[config.mk]
export PLATFORM = sky130hd
export DESIGN_NAME = ssed_window
export DESIGN_NICKNAME = d
export VERILOG_FILES = /design/src/sv/scale_space_extremum_detect_core_macros.svh /design/src/sv/ssed_pkg.sv /design/src/sv/ssed_window.sv
export SDC_FILE = /design/constraint.sdc
export NUM_CORES = 1
export LEC_CHECK = 0
export BUFFER_PORTS_ARGS = -buffer_cell sky130_fd_sc_hd__buf_4
export CAP_MARGIN = 10
export CORE_ASPECT_RATIO = 0.9
export CORE_MARGIN = 2
export CORE_UTILIZATION = 50
export DETAILED_ROUTE_END_ITERATION = 16
export GPL_TIMING_DRIVEN = 0
export PLACE_DENSITY = 0.75
export SYNTH_ARGS = -nofsm -noshare
export SYNTH_HDL_FRONTEND = slang
export SYNTH_SLANG_ARGS = --single-unit
[constraint.sdc]
create_clock -name clk -period 3.9 [get_ports clk]
set_clock_uncertainty 0.15 [all_clocks]
set_input_delay 0.195 -clock clk [delete_from_list [all_inputs] [get_ports clk]]
set_output_delay 0.195 -clock clk [all_outputs]
set_load 0.005 [all_outputs]
[src/sv/scale_space_extremum_detect_core_macros.svh]
// Assertion macros shared by the extremum detector RTL.
// Depends on nothing; included by the files that carry assertions.
`ifndef SCALE_SPACE_EXTREMUM_DETECT_CORE_MACROS_SVH
`define SCALE_SPACE_EXTREMUM_DETECT_CORE_MACROS_SVH

// Same-cycle implication, checked out of reset.
`define SSED_ASSERT_NOW(lbl, clk, rst_n, ante, cons, msg) \
	lbl: assert property (@(posedge clk) disable iff (!rst_n) (ante) |-> (cons)) else $error(msg);

// Next-cycle implication, checked out of reset.
`define SSED_ASSERT_NEXT(lbl, clk, rst_n, ante, cons, msg) \
	lbl: assert property (@(posedge clk) disable iff (!rst_n) (ante) |=> (cons)) else $error(msg);

`endif

[src/sv/ssed_pkg.sv]
// Shared constants and types of the scale-space extremum detector.
// Depends on nothing; imported by ssed_window and the core module.
`timescale 1ns / 1ps
package ssed_pkg;

	localparam int MAX_WIDTH_DEF   = 1024;
	localparam int SAMPLE_BITS_DEF = 16;
	localparam int FW_BITS         = 11;
	localparam int ROW_BITS        = 12;
	localparam int NUM_LAYERS      = 3;

	localparam logic [FW_BITS-1:0]  FRAME_WIDTH_RST  = 11'd640;
	localparam logic [ROW_BITS-1:0] FRAME_HEIGHT_RST = 12'd480;
	localparam logic [ROW_BITS-1:0] MIN_DIM          = 12'd3;

	// Configuration register indexes.
	localparam logic REG_FRAME_WIDTH  = 1'b0;
	localparam logic REG_FRAME_HEIGHT = 1'b1;

	// Control handed from the line-buffer stage to the window.
	typedef struct packed {
		logic                shift;
		logic                check;
		logic [ROW_BITS-1:0] row;
	} win_ctl_t;

	// Decision handed back from the window.
	typedef struct packed {
		logic                hit;
		logic                is_max;
		logic [ROW_BITS-1:0] row;
	} win_res_t;

endpackage

[src/sv/ssed_window.sv]
// 3x3x3 sample window with the 26-neighbor comparison.
// Depends on ssed_pkg.
`timescale 1ns / 1ps
module ssed_window
	import ssed_pkg::*;
#(
	parameter int SB = SAMPLE_BITS_DEF,
	parameter int CW = 10
) (
	input  logic                 clk,
	input  logic                 arst_n,
	input  logic                 en,
	input  win_ctl_t             ctl,
	input  logic [CW-1:0]        col_in,
	input  logic signed [SB-1:0] new_top [NUM_LAYERS],
	input  logic signed [SB-1:0] new_ctr [NUM_LAYERS],
	input  logic signed [SB-1:0] new_bot [NUM_LAYERS],
	output win_res_t             res,
	output logic [CW-1:0]        col_out
);

	logic signed [SB-1:0] win_q [NUM_LAYERS][3][3];
	logic                 check_s2;
	logic [ROW_BITS-1:0]  row_s2;
	logic [CW-1:0]        col_s2;
	logic                 all_low;
	logic                 none_low;

	// Shift each layer one column left and load the new column.
	always_ff @(posedge clk) begin
		if (en && ctl.shift) begin
			for (int l = 0; l < NUM_LAYERS; l++) begin
				for (int r = 0; r < 3; r++) begin
					win_q[l][r][0] <= win_q[l][r][1];
					win_q[l][r][1] <= win_q[l][r][2];
				end
				win_q[l][0][2] <= new_top[l];
				win_q[l][1][2] <= new_ctr[l];
				win_q[l][2][2] <= new_bot[l];
			end
		end
	end

	// Position of the centre under test.
	always_ff @(posedge clk or negedge arst_n) begin
		if (!arst_n) begin
			check_s2 <= 1'b0;
		end else if (en) begin
			check_s2 <= ctl.shift && ctl.check;
		end
	end

	always_ff @(posedge clk) begin
		if (en) begin
			row_s2 <= ctl.row;
			col_s2 <= col_in;
		end
	end

	// Compare every neighbor against the middle-layer centre.
	always_comb begin
		all_low  = 1'b1;
		none_low = 1'b1;
		for (int l = 0; l < NUM_LAYERS; l++) begin
			for (int r = 0; r < 3; r++) begin
				for (int c = 0; c < 3; c++) begin
					if (!(l == 1 && r == 1 && c == 1)) begin
						if (win_q[l][r][c] < win_q[1][1][1]) begin
							none_low = 1'b0;
						end else begin
							all_low = 1'b0;
						end
					end
				end
			end
		end
	end

	assign res.hit    = check_s2 && (all_low || none_low);
	assign res.is_max = all_low;
	assign res.row    = row_s2;
	assign col_out    = col_s2;

endmodule

After elaboration in Yosys (flattened, before gate mapping). Memories as Yosys holds them, arrays and structs flattened. Cells that the tools add are included. W data, S select, Z words.

Register bits: 23. RAM bits: 432. Input bits: 171. Output and inout bits: 24. Memories kept: 1.

Memory list: win_q (words 3, width 144, read ports 3, clocked after memory_dff 0, write ports 3, line ssed_window.sv:22) `logic signed [SB-1:0] win_q [NUM_LAYERS][3][3];`.

Order comparisons: 26. Multiplexer cells: 54. Reductions and logical operators: 4.

Operator list (count): $lt A16 B16 Y1 (26); $mux W1 (54); $logic_and A1 B1 Y1 (3); $logic_or A1 B1 Y1 (1).

Logic depth before layout (Yosys ltp). Gate-level depths: netlist of the first run. An unclocked memory read counts as a cell.

Word-level depth: 30. Mapped depth: 12. Mapped depth without buffers: 11.

Worst setup path after synthesis of the first run. Ideal clock, no wire load.

Path kind: input to register. From: in ctl[13] (netlist bit). To: mem win_q[0][0] (netlist bit) (enable). Library setup time: 849 ps. Arrival time: 9903 ps. Required time: 2901 ps. Path slack: -7003 ps. Stages on the path: 1. Cell sequence: and2_1.

RTL lines: start, declared (line ssed_window.sv:13) `input win_ctl_t ctl,`; end, declared (line ssed_window.sv:22).

==> qor.csv, run 1 <==
stage;metric;value;unit
worst_setup_path;rrSetupSlack;2.35;ns
final_layout;final_area;29060;µm²
clock_tree;clock_latency;0.58;ns
pwr;p_leak;0.01162;µW
drt;drt-pass1-iter-count;6;
grt;top_usage_layer;met2;
placement;dp_hpwl;34750;µm
sta;layout_min_cycle_time;4.644;ns
floorplan;io_pins;195;
sta;hold_viol;0;
drt;routedWlPerCell;21.64;µm
floorplan;die_h;204.5;µm
sta;maxSlewHeadroom;64.20;%
worst_setup_path;critical_path_required;3.56;ns
min_path;min_path_type;input port to register;
drt;ant_nets;0;
worst_setup_path;endpoint_kind;primary output;
min_path;hold-path-endpoint;win_q[0][139];
final_layout;area_growth;30.08;%
sta;fmax;215.3;MHz
final_layout;nets;2527;
final_layout;final_common_cell;edfxtp_1;
grt;grt_pass1_vias;15810;
grt;grt_use_met3;3.858;%
synthesis;yosys_most_used_dff;edfxtp_1;
synthesis;syn-mean-instance-area;15.09;µm²
grt;overflow;0;
clock_tree;clockBufferDepth;3;
clock_tree;numCtsBuffers;48;
worst_setup_path;crit_fanout;3;
synthesis;synth_area;22340;µm²
synthesis;synth_nets;2041;
synthesis;ys_async_sr_fraction;0.2198;%
synthesis;ys_seq_elements;455;
drt;post-route-drc-count;0;
final_layout;fill_cells;2981;
drt;avgViaCountPerCell;5.794;
sta;setup_viol;2;
pwr;p_per_area;388.5;nW/µm²
sta;slew_violations;0;
placement;routabilityCongestion;0.8491;
min_path;holdPathStages;2;
grt;antenna_found_initial;1;
sta;fin_ws;-0.7443;ns
floorplan;num_rows;73;
worst_setup_path;startpoint_type;register;
drt;totalWireLength;56360;µm
flow_run;drv_cap;0;
worst_setup_path;r2r_cells;3;
floorplan;start_util;50.63;%
worst_setup_path;rr_startpoint;check_s2;
sta;rsz0062_at_grt;true;
worst_setup_path;regToRegEndpoint;check_s2;
floorplan;die_x;226.8;µm
grt;grt_max_degree;78;
clock_tree;clk_pin_slew;0.06;ns
synthesis;postSynthCellCount;1480;
placement;dpl_cell_area;24930;µm²
clock_tree;cts.sinks;455;
placement;port_buffers;194;
worst_setup_path;critPathKind;register to primary output;
clock_tree;tritoncts;done;
pwr;peakVddDrop;0.3166;mV
sta;worstMarginPinSlew;0.5347;ns
worst_setup_path;worst_ep_arrival_time;4.30;ns
drt;drtIter0Drc;1364;
grt;gr-usage-all-layers;24.30;%
floorplan;core_area;44120;µm²
clock_tree;cts.htree.levels;2;
final_layout;most-common-layout-cells;454 x edfxtp_1, 384 x ha_1, 240 x buf_4;
outcome;outcome;finished, violations left;
clock_tree;root_buffer;clkbuf_16;
final_layout;drive_gt1_share;19.57;%
placement;pre_cts_ws;-1.123;ns
grt;grtUsageMet2;40.18;%
pwr;power;11290;µW
synthesis;ys_types;65;
drt;vias;15090;
sta;timing.final.crit_share;119.1;%
outcome;violations;negative setup slack;
min_path;hold_start;ctl[13];
synthesis;yosysWarnings;0;
grt;grt_pass1_wl;85130;µm
synthesis;synth_enable_flop_cells;454;
floorplan;dieArea;46390;µm²
synthesis;yosysSeqAreaShare;61.14;%
grt;met1_usage;31.89;%
[critical path: stages (launching register included)]
cell	delay [ns]
edfxtp_1	0.44
bufinv_16	0.23
ha_4	0.20
a21o_1	0.17
a211o_1	0.34
a2111oi_4	0.40
o41ai_4	0.20
a2111oi_4	0.41
o211ai_1	0.19
nor4b_4	0.40
nand4_1	0.26
o32ai_4	0.32
buf_4	0.17
[power by group]
group | switching, µW | internal [µW] | leakage, µW | total [µW]
sequential | 132 | 5640 | 0.00428 | 5770
clock | 1890 | 2420 | 0.000713 | 4310
combinational | 599 | 604 | 0.00663 | 1200
[kinds of logic (layout without fill, tap and decap cells)]
kind of cell / Yosys count / after routing / synth area share (%)
other: 0 / 1 / 0
buffers and inverters: 40 / 563 / 0.7393
AND/OR/NAND/NOR: 275 / 275 / 6.369
multiplexers: 11 / 11 / 0.5209
AO/OA/AOI/OAI: 309 / 309 / 9.382
flip-flops: 455 / 455 / 61.14
adder cells (fa/ha/maj): 390 / 390 / 21.85
[what timing repair did]
item	in CTS	in global routing
gates resized for setup	80	13
endpoints found under the hold margin	190	0
setup buffers	44	7
hold buffers	172	0
gates cloned	4	1
setup endpoints to repair	2	2
pin swaps	20	2
[per-layer routing]
| metal | wire length, µm | up-vias |
|---|---|---|
| met4 | 2329 | 0 |
| met1 | 23740 | 7378 |
| met5 | 0 | - |
| li1 | - | 6985 |
| met2 | 26610 | 576 |
| met3 | 3683 | 149 |
[worst max path at each step]
stage	startpoint	endpoint	slack [ns]	depth (start not counted)
floorplan	win_q[1][77]	res[13]	0.09	11
global placement	win_q[1][73]	res[13]	-1.48	12
detailed placement	win_q[1][73]	res[13]	-1.12	12
CTS	win_q[1][77]	res[13]	-0.62	13
global route	win_q[1][73]	res[13]	-0.84	12
finish	win_q[1][73]	res[13]	-0.74	12
[state kept, by name, indices dropped and copies added (netlist names)]
register and count:
col_out 10, check_s2 1, row_s2 12, win_q 432
[cell usage after synthesis, types with 3 or more instances]
cell type / count / area share (%)
a21o_1: 45 / 1.5
o22ai_1: 6 / 0.17
a211o_1: 5 / 0.20
and3_1: 5 / 0.14
a211oi_1: 29 / 0.97
nor3b_1: 4 / 0.13
a21oi_1: 74 / 1.7
o21a_1: 6 / 0.20
nand2_1: 53 / 0.89
nor4_1: 4 / 0.11
nand4_1: 39 / 1.1
nor3_1: 24 / 0.54
a221oi_1: 3 / 0.12
nor2_1: 62 / 1.0
o211ai_1: 19 / 0.64
o21ai_1: 11 / 0.25
nand2b_1: 16 / 0.45
mux2i_1: 6 / 0.27
o31ai_1: 3 / 0.10
a2111oi_0: 13 / 0.51
mux2_2: 3 / 0.15
nand3_1: 32 / 0.72
a31oi_1: 13 / 0.36
a2111o_1: 5 / 0.25
nand4b_1: 7 / 0.27
inv_1: 36 / 0.60
nor2b_1: 13 / 0.36
o21ai_0: 48 / 1.1
edfxtp_1: 454 / 61
o2111ai_1: 3 / 0.12
ha_1: 390 / 22
[stage by stage]
| stage | TNS (ns) | util [%] | cells | hold slack [ns] |
|---|---|---|---|---|
| 5_1_grt | -1.605 | 65.86 | 2604 | 0.02530 |
| 3_3_place_gp | -528.97 | 55.64 | 2274 | -0.1659 |
| 2_1_floorplan | 0 | - | 1480 | -0.2506 |
| 3_5_place_dp | -2.145 | 56.52 | 2288 | -0.1684 |
| 4_1_cts | -1.162 | 65.63 | 2595 | 0.001971 |
| 6_report | -1.386 | 65.86 | 2604 | 0.03297 |
[area by class of cell]
class | instances | area [µm²] | area share (%)
repair buffers | 432 | 4021 | 13.84
multi-input cells | 985 | 8846 | 30.44
well taps | 600 | 750.7 | 2.584
repair inverters | 4 | 33.78 | 0.1163
diodes | 1 | 2.502 | 0.008612
plain buffers | 3 | 26.28 | 0.09043
clock inverters | 29 | 188.9 | 0.6502
clock buffers | 58 | 1260 | 4.336
inverters | 37 | 269.0 | 0.9258
flip-flops and latches | 455 | 13660 | 47.01
(Power assumes the default switching activity.)
==> inputs of run 2 (changes only) <==
Settings changed: PLACE_DENSITY 0.75 to 0.71, SKIP_CTS_REPAIR_TIMING from default to 1.
==> run 2 against run 1 <==
The flow still finishes with violations (negative setup slack). Sequential share of layout area shrank 0.41 points. Final cell count is essentially flat. First-iteration DRC count fell by 27%. Critical path type unchanged. Critical endpoint unchanged.
==> qor.csv, run 2 (synthesis results as in run 1) <==
stage;metric;value;unit
sta;fmax;220.7;MHz
worst_setup_path;critPathKind;register to primary output;
worst_setup_path;worst_ep_arrival_time;4.19;ns
final_layout;drive_gt1_share;20.48;%
drt;drtIter0Drc;994;
clock_tree;clockBufferDepth;3;
sta;rsz0062_at_grt;true;
grt;grt_use_met3;3.614;%
worst_setup_path;cp_slowest_cell;nor4b_4;
floorplan;io_pins;195;
worst_setup_path;crit_top_cell;buf_4;
floorplan;dieArea;46390;µm²
floorplan;die_x;226.8;µm
worst_setup_path;critical_path_required;3.56;ns
outcome;violations;negative setup slack;
pwr;peakVddDrop;0.4155;mV
drt;avgViaCountPerCell;5.668;
outcome;outcome;finished, violations left;
worst_setup_path;crit_fanout;7;
grt;top_usage_layer;met2;
grt;met1_usage;29.85;%
min_path;min_path_type;input port to register;
sta;hold_viol;0;
sta;layout_min_cycle_time;4.531;ns
drt;drt-pass1-iter-count;7;
pwr;power;11790;µW
pwr;p_per_area;402.2;nW/µm²
final_layout;fill_cells;2946;
worst_setup_path;endpoint_kind;primary output;
worst_setup_path;startpoint_type;register;
final_layout;final_common_cell;edfxtp_1;
sta;setup_viol;2;
clock_tree;numCtsBuffers;49;
grt;antenna_found_initial;1;
flow_run;drv_cap;0;
sta;fin_ws;-0.6307;ns
floorplan;num_rows;73;
final_layout;largest_reg_flops;432;
clock_tree;cts.htree.levels;2;
drt;totalWireLength;54040;µm
clock_tree;cts.sinks;455;
grt;grt_pass1_wl;76710;µm
worst_setup_path;crit_chain;clkinvlp_4 > buf_4 > clkbuf_16 > ha_1 > a211oi_1 > nor2_1 > a211oi_2 > nor4_2 > o2bb2ai_1 > o211ai_1 > nor4b_4 > nand4_1 > o32ai_2 > buf_4;
drt;vias;14750;
drt;ant_nets;0;
clock_tree;clock_latency;0.59;ns
sta;slew_violations;0;
worst_setup_path;max_stage_delay;0.47;ns
drt;routedWlPerCell;20.77;µm
sta;maxSlewHeadroom;51.45;%
floorplan;die_h;204.5;µm
grt;grt_pass1_vias;14160;
clock_tree;root_buffer;clkbuf_16;
placement;dp_hpwl;34350;µm
final_layout;num_antenna_cells;0;
final_layout;area_growth;31.23;%
floorplan;core_area;44120;µm²
floorplan;start_util;50.63;%
drt;post-route-drc-count;0;
placement;port_buffers;194;
clock_tree;tritoncts;done;
final_layout;multi_input_area;8956;µm²
grt;grtUsageMet2;34.51;%
placement;routabilityCongestion;0.8136;
final_layout;most-common-layout-cells;454 x edfxtp_1, 380 x ha_1, 239 x buf_4;
pwr;p_leak;0.01171;µW
sta;worstMarginPinSlew;0.7283;ns
final_layout;register_area;13660;µm²
grt;overflow;0;
sta;setup_tns;-1.122;ns
sta;timing.final.crit_share;116.2;%
clock_tree;clk_pin_slew;0.06;ns
sta;holdWs;0.1537;ns
final_layout;nets;2522;
grt;grt_max_degree;80;
grt;gr-usage-all-layers;21.82;%
final_layout;max_flop_register;win_q;
-- run 2: layout make-up --
type | count | share of cell area [%]
Inverter | 37 | 0.9092
Tap cell | 600 | 2.561
Timing Repair Buffer | 430 | 13.65
Sequential cell | 455 | 46.59
Buffer | 2 | 0.06403
Multi-Input combinational cell | 985 | 30.55
Clock buffer | 53 | 4.234
Clock inverter | 39 | 1.409
Timing Repair inverter | 1 | 0.02988
-- run 2: report_power, final --
part,internal (µW),switching [µW]
logic,603,587
registers,5640,131
clock network,2840,1990
total,9090,2700
-- run 2: per-stage QoR --
stage / area [µm²] / util [%] / cells / setup WS, ns
after CTS: 26580 / 60.25 / 2380 / -1.625
after global placement: 24550 / 55.64 / 2274 / -1.361
after detailed placement: 24930 / 56.50 / 2288 / -0.9748
after floorplan: 22340 / - / 1480 / 0.09354
after global routing: 29310 / 66.45 / 2602 / -0.7216
final: 29310 / 66.45 / 2602 / -0.6307
-- run 2: metal layers --
| layer | vias up | routed length [µm] |
|---|---|---|
| met2 | 398 | 25750 |
| met4 | 0 | 2016 |
| met1 | 7242 | 23810 |
| met5 | - | 0 |
| li1 | 6989 | - |
| met3 | 120 | 2464 |
-- run 2: worst paths after layout --
path | from | endpoint | slack, ns | cells past startpoint
worst max-delay path | win_q[1][69] | res[13] | -0.63 | 14
worst min-delay path | ctl[13] | win_q[1][77] | 0.15 | 2
worst max register to register | check_s2 | check_s2 | 2.37 | 3
worst min register to register | win_q[2][112] | win_q[2][128] | 0.29 | 0
max in group asynchronous | arst_n | check_s2 | 3.18 | 3
min in group asynchronous | arst_n | check_s2 | 0.32 | 3
-- run 2: worst max-delay path, delay by kind of cell, from the launching register on --
kind,cells,cell delay [ns]
fa+ha+maj,1,0.31
buf+inv,4,0.68
flops,1,0.42
simple gates,4,0.83
compound gates,5,1.33
==> inputs of run 3 (changes only) <==
Settings changed: CORE_MARGIN 2 to 3, CORE_UTILIZATION 50 to 45, PLACE_DENSITY 0.71 to default.
Clock period 3.9 ns to 5.35 ns, I/O delays scaled along.
==> run 3 against run 2 <==
The flow now finishes without violations. Register-to-register slack improved by 1.5 ns. Power decreased by 30%. Final cell count decreased by 1.5%. Sequential power decreased by 27%. Global-route usage decreased by 2.8 points. Clock power decreased by 32%. Cell area decreased by 3.9%. Die area increased by 13%. Critical path type unchanged. Highest routed layer is now met5.
==> qor.csv, run 3 (synthesis results as in run 1) <==
stage;metric;value;unit
clock_tree;clockBufferDepth;3;
placement;dp_hpwl;34540;µm
sta;timing.final.crit_share;95.73;%
pwr;p_per_area;294.0;nW/µm²
worst_setup_path;startpoint_type;register;
clock_tree;clk_pin_slew;0.06;ns
grt;antenna_found_initial;2;
placement;port_buffers;194;
floorplan;dieArea;52350;µm²
grt;grt_max_degree;75;
floorplan;die_h;217.4;µm
placement;routabilityCongestion;0.8081;
sta;maxSlewHeadroom;40.09;%
clock_tree;tritoncts;done;
drt;dr_wl_met2;23940;µm
drt;totalWireLength;52110;µm
floorplan;core_area;48500;µm²
worst_setup_path;critical_path_required;4.93;ns
final_layout;largest_reg_flops;432;
outcome;outcome;completed;
clock_tree;cts.htree.levels;2;
drt;wl_met1;24580;µm
final_layout;nets;2468;
sta;setup_tns;0;ns
sta;fmax;195.3;MHz
drt;dr.max_layer_used;met5;
final_layout;max_flop_register;win_q;
drt;ant_nets;0;
sta;hold_viol;0;
clock_tree;root_buffer;clkbuf_16;
drt;drt-pass1-iter-count;4;
floorplan;start_util;46.06;%
final_layout;drive_gt1_share;15.47;%
drt;drtIter0Drc;782;
final_layout;area_growth;26.17;%
flow_run;drv_cap;0;
pwr;p_leak;0.01128;µW
sta;slew_violations;0;
clock_tree;cts.sinks;455;
drt;avgViaCountPerCell;5.516;
final_layout;final_area;28180;µm²
floorplan;die_x;240.9;µm
floorplan;io_pins;195;
final_layout;utilization;58.11;%
final_layout;most-common-layout-cells;454 x edfxtp_1, 390 x ha_1, 197 x buf_4;
final_layout;final_common_cell;edfxtp_1;
grt;overflow;0;
clock_tree;clock_latency;0.58;ns
drt;routedWlPerCell;20.32;µm
sta;layout_min_cycle_time;5.121;ns
grt;gr-usage-all-layers;18.98;%
worst_setup_path;worst_ep_arrival_time;4.70;ns
drt;vias;14140;
sta;setup_viol;0;
clock_tree;numCtsBuffers;48;
grt;grt_pass1_vias;13800;
drt;wl_met3;1919;µm
pwr;peakVddDrop;0.2379;mV
floorplan;num_rows;76;
grt;grt_pass1_wl;75770;µm
worst_setup_path;crit_fanout;26;
min_path;min_path_type;input port to register;
drt;post-route-drc-count;0;
worst_setup_path;endpoint_kind;primary output;
placement;dpl_cell_area;24850;µm²
sta;worstMarginPinSlew;0.8974;ns
worst_setup_path;critPathKind;register to primary output;
## run 3: power breakdown
| group | total [µW] | internal, µW | switching [µW] |
|---|---|---|---|
| logic | 794 | 395 | 398 |
| registers | 4200 | 4110 | 89.1 |
| clock network | 3290 | 1930 | 1360 |
## run 3: critical path: stages (launching register included)
cell       delay, ns
edfxtp_1        0.40
inv_2           0.66
ha_1            0.35
nand4_1         0.16
or4_1           0.53
o22a_1          0.21
a221oi_2        0.34
nand2_1         0.15
nand4bb_1       0.31
or4_1           0.63
o32ai_2         0.21
buf_4           0.17
## run 3: cell type report
cell class / instances / area (µm²)
antenna: 1 / 2.502
buffer: 3 / 26.28
clock buffer: 59 / 1285
clock inverter: 23 / 244.0
fill: 3770 / 20310
inverter: 37 / 182.7
multi-input combinational: 985 / 8543
sequential: 455 / 13660
tap: 624 / 780.7
timing repair buffer: 377 / 3461
## run 3: per-layer routing
layer / global-route usage (%) / vias to the layer above
li1: - / 6859
met1: 27.23 / 6902
met2: 29.94 / 274
met3: 2.750 / 105
met4: 6.053 / 2
met5: 0 / -
## run 3: path summary, 6_finish.rpt
check,from,to,slack [ns],cells past startpoint
worst max-delay path,win_q[1][75],res[13],0.23,11
worst min-delay path,new_ctr[45],win_q[0][61],0.24,2
worst max register to register,check_s2,check_s2,3.84,3
worst min register to register,win_q[1][16],win_q[1][32],0.29,0
max in group asynchronous,arst_n,check_s2,4.56,3
min in group asynchronous,arst_n,check_s2,0.39,3
## run 3: through the flow
stage	std cells	hold slack, ns	worst slack (ns)	power, µW
after floorplan	1480	-0.1781	1.471	4637
final	2564	0.2432	0.2285	8286
after global placement	2298	-0.1060	-0.1894	4927
after global routing	2564	0.2297	-0.0003597	8607
after CTS	2390	-0.7420	-0.3940	8256
after detailed placement	2308	-0.1018	0.2457	4960
